--- src/perceptron_window_trainer_unit_assert.svh ---
// Assertion macros shared by the trainer modules.
// Each macro samples on clk and is switched off while rst is high.
`ifndef PERCEPTRON_WINDOW_TRAINER_UNIT_ASSERT_SVH
`define PERCEPTRON_WINDOW_TRAINER_UNIT_ASSERT_SVH

// Same-cycle implication.
`define PWT_ASSERT_NOW(label, ante, cons, msg) \
  label: assert property (@(posedge clk) disable iff (rst) (ante) |-> (cons)) \
    else $error(msg);

// Implication checked on the following edge.
`define PWT_ASSERT_NEXT(label, ante, cons, msg) \
  label: assert property (@(posedge clk) disable iff (rst) (ante) |=> (cons)) \
    else $error(msg);

`endif

--- src/pwt_pkg.sv ---
// ----------------------------------------------------------------------------
// pwt_pkg
// Shared types, constants and helpers of the perceptron window trainer.
// ----------------------------------------------------------------------------
package pwt_pkg;

  localparam int NUM_WEIGHTS      = 10;
  localparam int NUM_PIX          = 9;
  localparam int PIX_WIDTH        = 8;
  localparam int LR_WIDTH         = 12;
  localparam int CFG_DATA_WIDTH   = 12;
  localparam int CFG_INDEX_WIDTH  = 2;
  localparam int DEF_WEIGHT_WIDTH = 20;

  localparam logic [PIX_WIDTH-1:0] THRESHOLD_RESET    = 8'd127;
  localparam logic [LR_WIDTH-1:0]  LEARN_RATE_RESET   = 12'd41;
  localparam logic                 TRAIN_ENABLE_RESET = 1'b1;

  typedef enum logic [CFG_INDEX_WIDTH-1:0] {
    CFG_THRESHOLD    = 2'd0,
    CFG_LEARN_RATE   = 2'd1,
    CFG_TRAIN_ENABLE = 2'd2
  } cfg_index_t;

  typedef struct packed {
    logic [PIX_WIDTH-1:0] threshold_level;
    logic [LR_WIDTH-1:0]  learn_rate;
    logic                 train_enable;
  } cfg_t;

  // Binarised window: bits[k] feeds weight k+1.
  typedef struct packed {
    logic [NUM_PIX-1:0] bits;
    logic               goal;
    logic               epoch_end;
  } item_t;

  typedef struct packed {
    logic predicted;
    logic mismatch;
    logic epoch_had_error;
  } result_t;

  function automatic logic binarise(input logic [PIX_WIDTH-1:0] pix,
                                    input logic [PIX_WIDTH-1:0] level);
    return (pix > level);
  endfunction

endpackage

--- src/perceptron_window_trainer_unit.sv ---
// ----------------------------------------------------------------------------
// perceptron_window_trainer_unit
// Perceptron on binarised 3x3 windows with on-line training.
//
//   channel  handshake             payload
//   cfg      cfg_we                cfg_index, cfg_data
//   in       in_valid / in_stall   pix_* (9), goal_pixel, epoch_end
//   out      out_valid / out_stall predicted, mismatch, epoch_had_error
//
// One word per cycle sustained while out_stall is low; each word passes the input register and the result register.
// The sum, prediction and weight update of a word fit between the input
// register and the result register, so the next word sees updated weights.
// Synchronous reset clears weights to zero and restores register defaults.
// A stalled result holds; the input register takes one more word if empty,
// then the input stalls until the result drains.
// ----------------------------------------------------------------------------
`include "perceptron_window_trainer_unit_assert.svh"

module perceptron_window_trainer_unit #(
  parameter int WEIGHT_WIDTH = pwt_pkg::DEF_WEIGHT_WIDTH
) (
  input  logic                                  clk,
  input  logic                                  rst,
  input  logic                                  cfg_we,
  input  logic [pwt_pkg::CFG_INDEX_WIDTH-1:0]   cfg_index,
  input  logic [pwt_pkg::CFG_DATA_WIDTH-1:0]    cfg_data,
  input  logic                                  in_valid,
  output logic                                  in_stall,
  input  logic [pwt_pkg::PIX_WIDTH-1:0]         pix_up_left,
  input  logic [pwt_pkg::PIX_WIDTH-1:0]         pix_up,
  input  logic [pwt_pkg::PIX_WIDTH-1:0]         pix_up_right,
  input  logic [pwt_pkg::PIX_WIDTH-1:0]         pix_left,
  input  logic [pwt_pkg::PIX_WIDTH-1:0]         pix_center,
  input  logic [pwt_pkg::PIX_WIDTH-1:0]         pix_right,
  input  logic [pwt_pkg::PIX_WIDTH-1:0]         pix_down_left,
  input  logic [pwt_pkg::PIX_WIDTH-1:0]         pix_down,
  input  logic [pwt_pkg::PIX_WIDTH-1:0]         pix_down_right,
  input  logic [pwt_pkg::PIX_WIDTH-1:0]         goal_pixel,
  input  logic                                  epoch_end,
  output logic                                  out_valid,
  input  logic                                  out_stall,
  output logic                                  predicted,
  output logic                                  mismatch,
  output logic                                  epoch_had_error
);

  pwt_pkg::cfg_t    cfg;
  pwt_pkg::item_t   item;
  pwt_pkg::result_t res_comb;
  pwt_pkg::result_t res;
  logic [pwt_pkg::NUM_PIX-1:0][pwt_pkg::PIX_WIDTH-1:0] pix;
  logic             stage_valid;
  logic             fire;

  always_ff @(posedge clk) begin
    if (rst) begin
      cfg.threshold_level <= pwt_pkg::THRESHOLD_RESET;
      cfg.learn_rate      <= pwt_pkg::LEARN_RATE_RESET;
      cfg.train_enable    <= pwt_pkg::TRAIN_ENABLE_RESET;
    end else if (cfg_we) begin
      unique case (cfg_index)
        pwt_pkg::CFG_THRESHOLD:
          cfg.threshold_level <= cfg_data[pwt_pkg::PIX_WIDTH-1:0];
        pwt_pkg::CFG_LEARN_RATE:
          cfg.learn_rate <= cfg_data[pwt_pkg::LR_WIDTH-1:0];
        pwt_pkg::CFG_TRAIN_ENABLE:
          cfg.train_enable <= cfg_data[0];
        default: begin
          // drop writes to unused indexes
        end
      endcase
    end
  end

  // Window order matches weights 1..9.
  assign pix[0] = pix_up_left;
  assign pix[1] = pix_up;
  assign pix[2] = pix_up_right;
  assign pix[3] = pix_left;
  assign pix[4] = pix_center;
  assign pix[5] = pix_right;
  assign pix[6] = pix_down_left;
  assign pix[7] = pix_down;
  assign pix[8] = pix_down_right;

  // Advance the held word whenever the result register is free or draining.
  assign fire = stage_valid && (!out_valid || !out_stall);

  pwt_in_stage u_in_stage (
    .clk             (clk),
    .rst             (rst),
    .threshold_level (cfg.threshold_level),
    .in_valid        (in_valid),
    .in_stall        (in_stall),
    .pix             (pix),
    .goal_pixel      (goal_pixel),
    .epoch_end       (epoch_end),
    .advance         (fire),
    .stage_valid     (stage_valid),
    .item            (item)
  );

  pwt_neuron #(
    .WEIGHT_WIDTH (WEIGHT_WIDTH)
  ) u_neuron (
    .clk  (clk),
    .rst  (rst),
    .cfg  (cfg),
    .fire (fire),
    .item (item),
    .res  (res_comb)
  );

  always_ff @(posedge clk) begin
    if (rst) begin
      out_valid <= 1'b0;
    end else if (fire) begin
      out_valid <= 1'b1;
    end else if (!out_stall) begin
      out_valid <= 1'b0;
    end
  end

  always_ff @(posedge clk) begin
    if (fire) begin
      res <= res_comb;
    end
  end

  assign predicted       = res.predicted;
  assign mismatch        = res.mismatch;
  assign epoch_had_error = res.epoch_had_error;

  `PWT_ASSERT_NOW(a_no_overwrite, out_valid && out_stall, !fire, "result overwritten while stalled")
  `PWT_ASSERT_NOW(a_stall_needs_word, in_stall, stage_valid && out_valid && out_stall, "input stalled without a blocked word")
  `PWT_ASSERT_NEXT(a_out_hold, out_valid && out_stall, out_valid && $stable(res), "stalled result changed")

endmodule

--- src/pwt_in_stage.sv ---
// ----------------------------------------------------------------------------
// pwt_in_stage
// Input register: binarises the window and goal pixel on capture.
// ----------------------------------------------------------------------------
module pwt_in_stage (
  input  logic                                         clk,
  input  logic                                         rst,
  input  logic [pwt_pkg::PIX_WIDTH-1:0]                threshold_level,
  input  logic                                         in_valid,
  output logic                                         in_stall,
  input  logic [pwt_pkg::NUM_PIX-1:0][pwt_pkg::PIX_WIDTH-1:0] pix,
  input  logic [pwt_pkg::PIX_WIDTH-1:0]                goal_pixel,
  input  logic                                         epoch_end,
  input  logic                                         advance,
  output logic                                         stage_valid,
  output pwt_pkg::item_t                               item
);

  logic           accept;
  pwt_pkg::item_t item_next;

  // Take a new word when the register is empty or the held one moves on in the same cycle.
  assign in_stall = stage_valid && !advance;
  assign accept   = in_valid && !in_stall;

  always_comb begin
    for (int k = 0; k < pwt_pkg::NUM_PIX; k++) begin
      item_next.bits[k] = pwt_pkg::binarise(pix[k], threshold_level);
    end
    item_next.goal      = pwt_pkg::binarise(goal_pixel, threshold_level);
    item_next.epoch_end = epoch_end;
  end

  always_ff @(posedge clk) begin
    if (rst) begin
      stage_valid <= 1'b0;
    end else if (accept) begin
      stage_valid <= 1'b1;
    end else if (advance) begin
      stage_valid <= 1'b0;
    end
  end

  always_ff @(posedge clk) begin
    if (accept) begin
      item <= item_next;
    end
  end

endmodule

--- src/pwt_neuron.sv ---
// ----------------------------------------------------------------------------
// pwt_neuron
// Weight store, weighted sum, prediction and saturating weight update.
// ----------------------------------------------------------------------------
`include "perceptron_window_trainer_unit_assert.svh"

module pwt_neuron #(
  parameter int WEIGHT_WIDTH = pwt_pkg::DEF_WEIGHT_WIDTH
) (
  input  logic              clk,
  input  logic              rst,
  input  pwt_pkg::cfg_t     cfg,
  input  logic              fire,
  input  pwt_pkg::item_t    item,
  output pwt_pkg::result_t  res
);

  localparam int SUM_WIDTH = WEIGHT_WIDTH + 4;

  logic signed [WEIGHT_WIDTH-1:0] weights      [pwt_pkg::NUM_WEIGHTS];
  logic signed [WEIGHT_WIDTH-1:0] weights_next [pwt_pkg::NUM_WEIGHTS];
  logic [pwt_pkg::NUM_WEIGHTS-1:0] upd_en;
  logic signed [SUM_WIDTH-1:0]    sum;
  logic signed [WEIGHT_WIDTH:0]   step_pos;
  logic signed [WEIGHT_WIDTH:0]   step_neg;
  logic                           predicted;
  logic                           mismatch;
  logic                           do_train;
  logic                           err_seen;

  function automatic logic signed [WEIGHT_WIDTH-1:0] sat_add(
    input logic signed [WEIGHT_WIDTH-1:0] w,
    input logic signed [WEIGHT_WIDTH:0]   delta
  );
    logic signed [WEIGHT_WIDTH:0] ext;
    ext = {w[WEIGHT_WIDTH-1], w} + delta;
    if (ext[WEIGHT_WIDTH] != ext[WEIGHT_WIDTH-1]) begin
      sat_add = ext[WEIGHT_WIDTH] ? {1'b1, {(WEIGHT_WIDTH-1){1'b0}}}
                                  : {1'b0, {(WEIGHT_WIDTH-1){1'b1}}};
    end else begin
      sat_add = ext[WEIGHT_WIDTH-1:0];
    end
  endfunction

  // Bias input is -1, so weight 0 enters negated.
  always_comb begin
    sum = -SUM_WIDTH'(weights[0]);
    for (int i = 1; i < pwt_pkg::NUM_WEIGHTS; i++) begin
      if (item.bits[i-1]) begin
        sum = sum + SUM_WIDTH'(weights[i]);
      end
    end
  end

  assign predicted = !sum[SUM_WIDTH-1] && (sum != '0);
  assign mismatch  = predicted ^ item.goal;
  assign do_train  = fire && mismatch && cfg.train_enable;

  assign step_pos = $signed({{(WEIGHT_WIDTH+1-pwt_pkg::LR_WIDTH){1'b0}}, cfg.learn_rate});
  assign step_neg = -step_pos;

  // On a mismatch the goal gives the direction: goal 1 raises active weights.
  always_comb begin
    upd_en[0]       = 1'b1;
    weights_next[0] = sat_add(weights[0], item.goal ? step_neg : step_pos);
    for (int i = 1; i < pwt_pkg::NUM_WEIGHTS; i++) begin
      upd_en[i]       = item.bits[i-1];
      weights_next[i] = sat_add(weights[i], item.goal ? step_pos : step_neg);
    end
  end

  always_ff @(posedge clk) begin
    if (rst) begin
      for (int i = 0; i < pwt_pkg::NUM_WEIGHTS; i++) begin
        weights[i] <= '0;
      end
    end else if (do_train) begin
      for (int i = 0; i < pwt_pkg::NUM_WEIGHTS; i++) begin
        if (upd_en[i]) begin
          weights[i] <= weights_next[i];
        end
      end
    end
  end

  // Gather mismatches; clear on the epoch's last word.
  always_ff @(posedge clk) begin
    if (rst) begin
      err_seen <= 1'b0;
    end else if (fire) begin
      if (item.epoch_end) begin
        err_seen <= 1'b0;
      end else if (mismatch) begin
        err_seen <= 1'b1;
      end
    end
  end

  assign res.predicted       = predicted;
  assign res.mismatch        = mismatch;
  assign res.epoch_had_error = item.epoch_end && (err_seen || mismatch);

  `PWT_ASSERT_NEXT(a_epoch_clears, fire && item.epoch_end, !err_seen, "epoch flag not cleared")
  `PWT_ASSERT_NEXT(a_no_train_hold, fire && !cfg.train_enable, $stable(weights[0]), "bias weight moved with training off")
  `PWT_ASSERT_NEXT(a_hit_hold, fire && !mismatch, $stable(weights[0]), "bias weight moved on a correct prediction")

endmodule

--- config.mk ---
export PLATFORM = sky130hd
export DESIGN_NAME = perceptron_window_trainer_unit
export DESIGN_NICKNAME = d
export VERILOG_FILES = /design/src/pwt_pkg.sv /design/src/perceptron_window_trainer_unit.sv /design/src/pwt_in_stage.sv /design/src/pwt_neuron.sv
export VERILOG_INCLUDE_DIRS = /design/src /design/src/src
export SDC_FILE = /design/constraint.sdc
export NUM_CORES = 1
export LEC_CHECK = 0
export BUFFER_PORTS_ARGS = -buffer_cell sky130_fd_sc_hd__buf_2
export CORE_MARGIN = 5
export CORE_UTILIZATION = 65
export DETAILED_ROUTE_END_ITERATION = 10
export GPL_ROUTABILITY_DRIVEN = 0
export PLACE_DENSITY = 0.87
export RECOVER_POWER = 100
export SLEW_MARGIN = 20
export SYNTH_ARGS = -nofsm -noshare
export SYNTH_HDL_FRONTEND = slang
export SYNTH_SLANG_ARGS = --single-unit
export TNS_END_PERCENT = 5
--- constraint.sdc ---
create_clock -name clk -period 44.7 [get_ports clk]
set_input_delay 4.47 -clock clk [delete_from_list [all_inputs] [get_ports clk]]
set_output_delay 4.47 -clock clk [all_outputs]
set_load 0.02 [all_outputs]
==> results of run 1 <==
[sequential cells by signal, summed over array words and instances, names as in the netlist]
name,cells
u_neuron.weights,200
cfg,21
u_in_stage.item,11
epoch_had_error,1
mismatch,1
out_valid,1
predicted,1
u_in_stage.stage_valid,1
u_neuron.err_seen,1
[kinds of logic (layout without fill, tap and decap cells)]
| logic type | after synthesis | after routing |
|---|---|---|
| AOI/OAI and AO/OA | 1415 | 1415 |
| xor gates and xnor gates | 363 | 363 |
| adders and majority gates | 523 | 523 |
| muxes | 59 | 59 |
| buffers and inverters | 331 | 379 |
| DFF | 238 | 238 |
| and+or+nand+nor | 1431 | 1431 |
[per-layer routing]
layer | up-vias | global-route usage | wire length [µm]
met5 | - | 0 | 10
met4 | 2 | 0.196 | 7110
met3 | 406 | 0.0846 | 13400
met2 | 1985 | 0.557 | 45800
met1 | 15829 | 0.460 | 41500
li1 | 16403 | - | -
[layout by cell type (no fill, tap or decap), types with 42 or more instances in the layout]
cell,instances
sky130_fd_sc_hd__buf_2,98
sky130_fd_sc_hd__inv_1,176
sky130_fd_sc_hd__o21bai_1,62
sky130_fd_sc_hd__nand2_1,289
sky130_fd_sc_hd__o21a_1,78
sky130_fd_sc_hd__xor2_1,126
sky130_fd_sc_hd__buf_4,42
sky130_fd_sc_hd__a211oi_1,56
sky130_fd_sc_hd__xnor2_1,227
sky130_fd_sc_hd__a21oi_1,512
sky130_fd_sc_hd__edfxtp_1,214
sky130_fd_sc_hd__ha_1,504
sky130_fd_sc_hd__a21o_1,138
sky130_fd_sc_hd__o211ai_1,45
sky130_fd_sc_hd__nor2_1,382
sky130_fd_sc_hd__nand3_1,100
sky130_fd_sc_hd__nor2b_1,49
sky130_fd_sc_hd__a31oi_1,53
sky130_fd_sc_hd__and3_1,43
sky130_fd_sc_hd__nor3_1,277
sky130_fd_sc_hd__o21ai_0,230
sky130_fd_sc_hd__nand2b_1,77
[worst min-delay path by stage]
stage,start,end,slack (ns),cells after the start
2_1_floorplan,u_neuron.err_seen,u_neuron.err_seen,0.44,2
3_3_place_gp,u_in_stage.stage_valid,out_valid,0.47,2
3_5_place_dp,u_neuron.err_seen,u_neuron.err_seen,0.47,2
4_1_cts,u_neuron.err_seen,u_neuron.err_seen,0.49,2
5_1_grt,u_neuron.err_seen,u_neuron.err_seen,0.51,2
6_report,u_in_stage.stage_valid,out_valid,0.50,2
[worst register-to-register path, delay by kind of cell (launching register included)]
family | cells | cell delay (ns)
flops | 1 | 0.46
buf+inv | 5 | 7.01
mux | 4 | 2.59
compound gates | 23 | 8.90
fa+ha+maj | 10 | 3.56
xor+xnor | 12 | 2.53
simple gates | 20 | 3.23
[cell type report]
type	instances	area, µm²	share of cell area
multi-input combinational	3791	26500	0.722
sequential	238	6910	0.188
tap	688	861	0.0234
timing repair buffer	150	843	0.0230
clock buffer	43	840	0.0229
inverter	177	664	0.0181
clock inverter	9	78.8	0.00215
[cells in the mapped netlist, drive strengths merged, types with 38 or more instances]
cell type,count,area share
a21oi,512,0.074
ha,504,0.18
nor2,391,0.042
nand2,289,0.031
nor3,279,0.041
o21ai,238,0.034
xnor2,233,0.059
edfxtp,214,0.19
inv,176,0.019
a21o,138,0.030
xor2,127,0.032
clkbuf,111,0.012
nand3,101,0.015
o21a,78,0.017
nand2b,77,0.014
o21bai,62,0.013
a211oi,56,0.012
a31oi,53,0.0097
nor2b,49,0.0088
o211ai,45,0.0097
and3,43,0.0078
buf,43,0.0072
nand4,41,0.0074
mux2,38,0.012
[through the flow]
stage	std cells	hold WS, ns
floorplan	4360	0.443
global placement	5044	0.470
detailed placement	5044	0.465
CTS	5096	0.492
global route	5096	0.511
finish	5096	0.498
==> results_dict.tcl, run 1 <==
set metrics [dict create \
    result_of_the_run "finished, violations left" \
    violated_checks "max-capacitance violations, max-slew violations" \
    drcViolationCount 0 \
    ys_warn_count 0 \
    timing.reg2reg.setup_slack_ns 15.47 \
    drt_pre_antenna_iters 7 \
    cts-root-to-sink-buffers 3 \
    start_util 0.659 \
    worstMarginPinSlew_ns 8.11 \
    drt_wl_total_um 108000 \
    grt.total_usage 0.358 \
    clk_latency_ns 0.60 \
    rr_endpoint "u_neuron.weights[1][75]" \
    syn2layout_area_growth_pct 5.89 \
    yosysUniqueCellTypes 90 \
    cts.htree.levels 1 \
    global_route.overflow_total 0 \
    drt.antenna.violating_nets 0 \
    dieWidth_um 241 \
    setup.worst_path.start "u_neuron.weights[0][0]" \
    clockRootBuffer "sky130_fd_sc_hd__clkbuf_16" \
    worstSetupPathType "register to register" \
    routed-via-count 34625 \
    crit_path_start_kind "register" \
    clock-skew-final_ns 0.0197 \
    synth_simple_gate_area_share 0.200 \
    wire_length_of_the_first_global_routing_pass_um 170000 \
    critical-path-max-stage-delay_ns 5.70 \
    holdCritPathClass "register to register" \
    num-fill-cells 4066 \
    synth-seq-area-share 0.199 \
    cap_violations 11 \
    synthFlopType "sky130_fd_sc_hd__edfxtp_1" \
    post-route-period-util 0.654 \
    hpwl_detailed_um 80900 \
    postSynthAreaPerCell_um2 7.95 \
    cts.reportedPaths.clkPinSlew_ns 0.06 \
    cp_max_fo 162 \
    initialDrtViolationCount 4028 \
    setup_tns_ns 0 \
    avgViaCountPerCell 6.79 \
    rows 84 \
    critical_path.reg2reg.startpoint "u_neuron.weights[0][0]" \
    cts.hold.buffers_added 0 \
    ff2ff_path_depth 74 \
    rsz0062_at_grt "false" \
    post-cts-setup-buffers 0 \
    cts_made_buffers 28 \
    final_layout_size_suffix_gt1_frac 0.0649 \
    syn-num-nets 4983 \
    cp_slowest_cell "sky130_fd_sc_hd__clkbuf_1" \
    post_synthesis_register_bit_count 238 \
    port_buffers 104 \
    arrival_ns 28.86 \
    wire_per_inst_um 21.2 \
    syn-instance-count 4360 \
    cts_tree "built" \
    synth_edf_count 214 \
    post_route_minimum_period_ns 29.23 \
    critical-path-top-delay-family "compound AO/OA/AOI/OAI gates" \
    async_flop_share 0 \
    cp.buffers_inverters 5 \
    post_synth_fa_ha_maj_area_fraction 0.193 \
    timing.final.hold_violations 0 \
    clock.fmax_ghz 0.0342 \
    ioPinCount 105 \
    synth_area_um2 34700 \
    critical_path_required_ns 44.33 \
    num_antenna_cells 0 \
    num-nets-final 5009 \
    largest_net_degree_at_the_start_of_global_routing 163 \
    finalSetupViolations 0 \
    crit_top_cell "sky130_fd_sc_hd__ha_1" \
    timing.max_slew.rel_slack -4.41 \
    compound_gate_portion_of_the_synthesized_area 0.259 \
    post_cts_resized 0 \
    postLayoutSetupSlackWorst_ns 15.47 \
    synth_xor_area_frac 0.0929 \
    final_cell_area_um2 36700 \
    clock_sink_count 238 \
    fin_util 0.697 \
    design.die.area_um2 58100 \
    first_global_vias 32432 \
    grt_antenna_before_repair 2 \
    placement.setup.worst_slack_ns 25.72 \
    dpl-instance-area_um2 35900 \
    crit_path_end "u_neuron.weights[1][75]" \
    die_height_um 241 \
    main_combinational_cell_family_by_area_after_synthesis "compound AO/OA/AOI/OAI gates" \
    floorplan.core_area_um2 52700 \
    crit_path_depth 74 \
    report.final.slew_viol_count 421 \
    end_kind "register" \
    post_synth_mux_area_share 0.0184 \
]
Power of run 1 is left out: the tool's default activity adds up to more than one toggle a clock period on the data nets, which glitch-free logic cannot reach.
==> run 2: changes to the inputs <==
==> constraint.sdc (replaced) <==
create_clock -name clk -period 27.4 [get_ports clk]
set_input_delay 2.74 -clock clk [delete_from_list [all_inputs] [get_ports clk]]
set_output_delay 2.74 -clock clk [all_outputs]
set_load 0.02 [all_outputs]
==> run 2 against run 1 <==
Net effect: the run still ends with max-capacitance violations, max-slew violations left; clock skew fell by 0.0060 ns; sequential share of layout area barely moved; non-clock buffer count did not move; worst hold slack improved by 0.0033 ns; routed wire length rose by 0.38%; global-route usage fell by 0.13 points; register-to-register slack got worse by 9.7 ns; critical path depth fell by 1; critical path type unchanged.
==> results_dict.tcl, run 2 (synthesis gave the netlist of run 1 again) <==
set metrics [dict create \
    cts.htree.levels 1 \
    cts-root-to-sink-buffers 3 \
    largest_registers "u_neuron.weights (200), cfg (21), u_in_stage.item (11)" \
    floorplan.core_area_um2 52700 \
    crit_top_cell "sky130_fd_sc_hd__ha_1" \
    cap_violations 10 \
    hpwl_detailed_um 81300 \
    layout.cells.most_common "sky130_fd_sc_hd__a21oi_1" \
    post-cts-setup-buffers 0 \
    setup_tns_ns 0 \
    largest_register_ffs 200 \
    dr_wl_met3_um 13800 \
    final_layout_size_suffix_gt1_frac 0.0651 \
    routed.top_layer "met5" \
    global_route.overflow_total 0 \
    post_cts_resized 0 \
    cts.hold.buffers_added 0 \
    clock-skew-final_ns 0.0137 \
    grt.total_usage 0.356 \
    layout.cells.most_common_list "sky130_fd_sc_hd__a21oi_1, sky130_fd_sc_hd__ha_1, sky130_fd_sc_hd__nor2_1" \
    largest_net_degree_at_the_start_of_global_routing 163 \
    cts.reportedPaths.clkPinSlew_ns 0.07 \
    ff2ff_path_depth 73 \
    dieWidth_um 241 \
    cp_slowest_cell "sky130_fd_sc_hd__mux2i_1" \
    avgViaCountPerCell 6.84 \
    clock.fmax_ghz 0.0462 \
    arrival_ns 21.78 \
    die_height_um 241 \
    finalSetupViolations 0 \
    postLayoutSetupSlackWorst_ns 5.74 \
    wire_length_of_the_first_global_routing_pass_um 169000 \
    clockRootBuffer "sky130_fd_sc_hd__clkbuf_16" \
    routed-via-count 34886 \
    route.layer.met1.wl_um 41200 \
    timing.max_slew.rel_slack -1.65 \
    end_kind "register" \
    critical_path_required_ns 27.51 \
    grt_antenna_before_repair 1 \
    wire_per_inst_um 21.2 \
    hold_depth 2 \
    detailroute.wirelength.met2_um 46300 \
    clock_sink_count 238 \
    rows 84 \
    cp_max_fo 162 \
    worstMarginPinSlew_ns 3.98 \
    drt_wl_total_um 108000 \
    timing.final.hold_violations 0 \
    drt_pre_antenna_iters 6 \
    critical-path-max-stage-delay_ns 1.43 \
    syn2layout_area_growth_pct 6.16 \
    start_util 0.659 \
    rsz0062_at_grt "false" \
    cts_tree "built" \
    post_route_minimum_period_ns 21.66 \
    worstSetupPathType "register to register" \
    first_global_vias 32190 \
    registers.top_by_ff_count "u_neuron.weights" \
    holdCritPathClass "register to register" \
    port_buffers 104 \
    ioPinCount 105 \
    initialDrtViolationCount 3877 \
    result_of_the_run "finished, violations left" \
    drt.antenna.violating_nets 0 \
    num-nets-final 5009 \
    cts_made_buffers 28 \
    violated_checks "max-capacitance violations, max-slew violations" \
    placement.setup.worst_slack_ns 8.40 \
    drcViolationCount 0 \
    post-route-period-util 0.791 \
    timing.reg2reg.setup_slack_ns 5.74 \
    design.die.area_um2 58100 \
    report.final.slew_viol_count 258 \
    crit_path_start_kind "register" \
    clk_latency_ns 0.59 \
]
==> run 2: path summary, 6_finish.rpt <==
| path | start | endpoint |
|---|---|---|
| setup / recovery | u_neuron.weights[0][0] | u_neuron.weights[0][71] |
| hold / removal | u_in_stage.stage_valid | out_valid |
| setup reg to reg | u_neuron.weights[0][0] | u_neuron.weights[0][71] |
| hold reg to reg | u_in_stage.stage_valid | out_valid |
==> run 2: stage by stage <==
step	util	hold slack (ns)	area, µm²	instances
after floorplan	-	0.443	34700	4360
after global placement	0.681	0.470	35900	5044
after detailed placement	0.681	0.479	35900	5044
after CTS	0.700	0.503	36900	5096
after global routing	0.699	0.521	36800	5096
final	0.699	0.501	36800	5097
==> run 2: metal layers <==
layer,vias up,GRT usage
li1,16416,-
met1,16015,0.457
met2,2010,0.558
met3,443,0.0848
met4,2,0.191
met5,-,0
==> run 2: layout make-up <==
class | instances | area, µm²
inverter | 177 | 664
clock inverter | 18 | 251
clock buffer | 34 | 744
multi-input combinational | 3791 | 26500
fill | 4119 | 15800
sequential | 238 | 6910
antenna | 1 | 2.50
timing repair buffer | 150 | 860
tap | 688 | 861
==> run 2: worst max-delay path: cells and delay by family (launching register included) <==
kind | cells | cell delay, ns
AO/OA/AOI/OAI | 26 | 7.30
adder cells (fa/ha/maj) | 10 | 3.74
AND/OR/NAND/NOR | 19 | 2.73
multiplexers | 4 | 2.72
XOR/XNOR | 10 | 2.02
buffers and inverters | 4 | 1.91
flip-flops | 1 | 0.48
Power of run 2 is left out for the same reason.
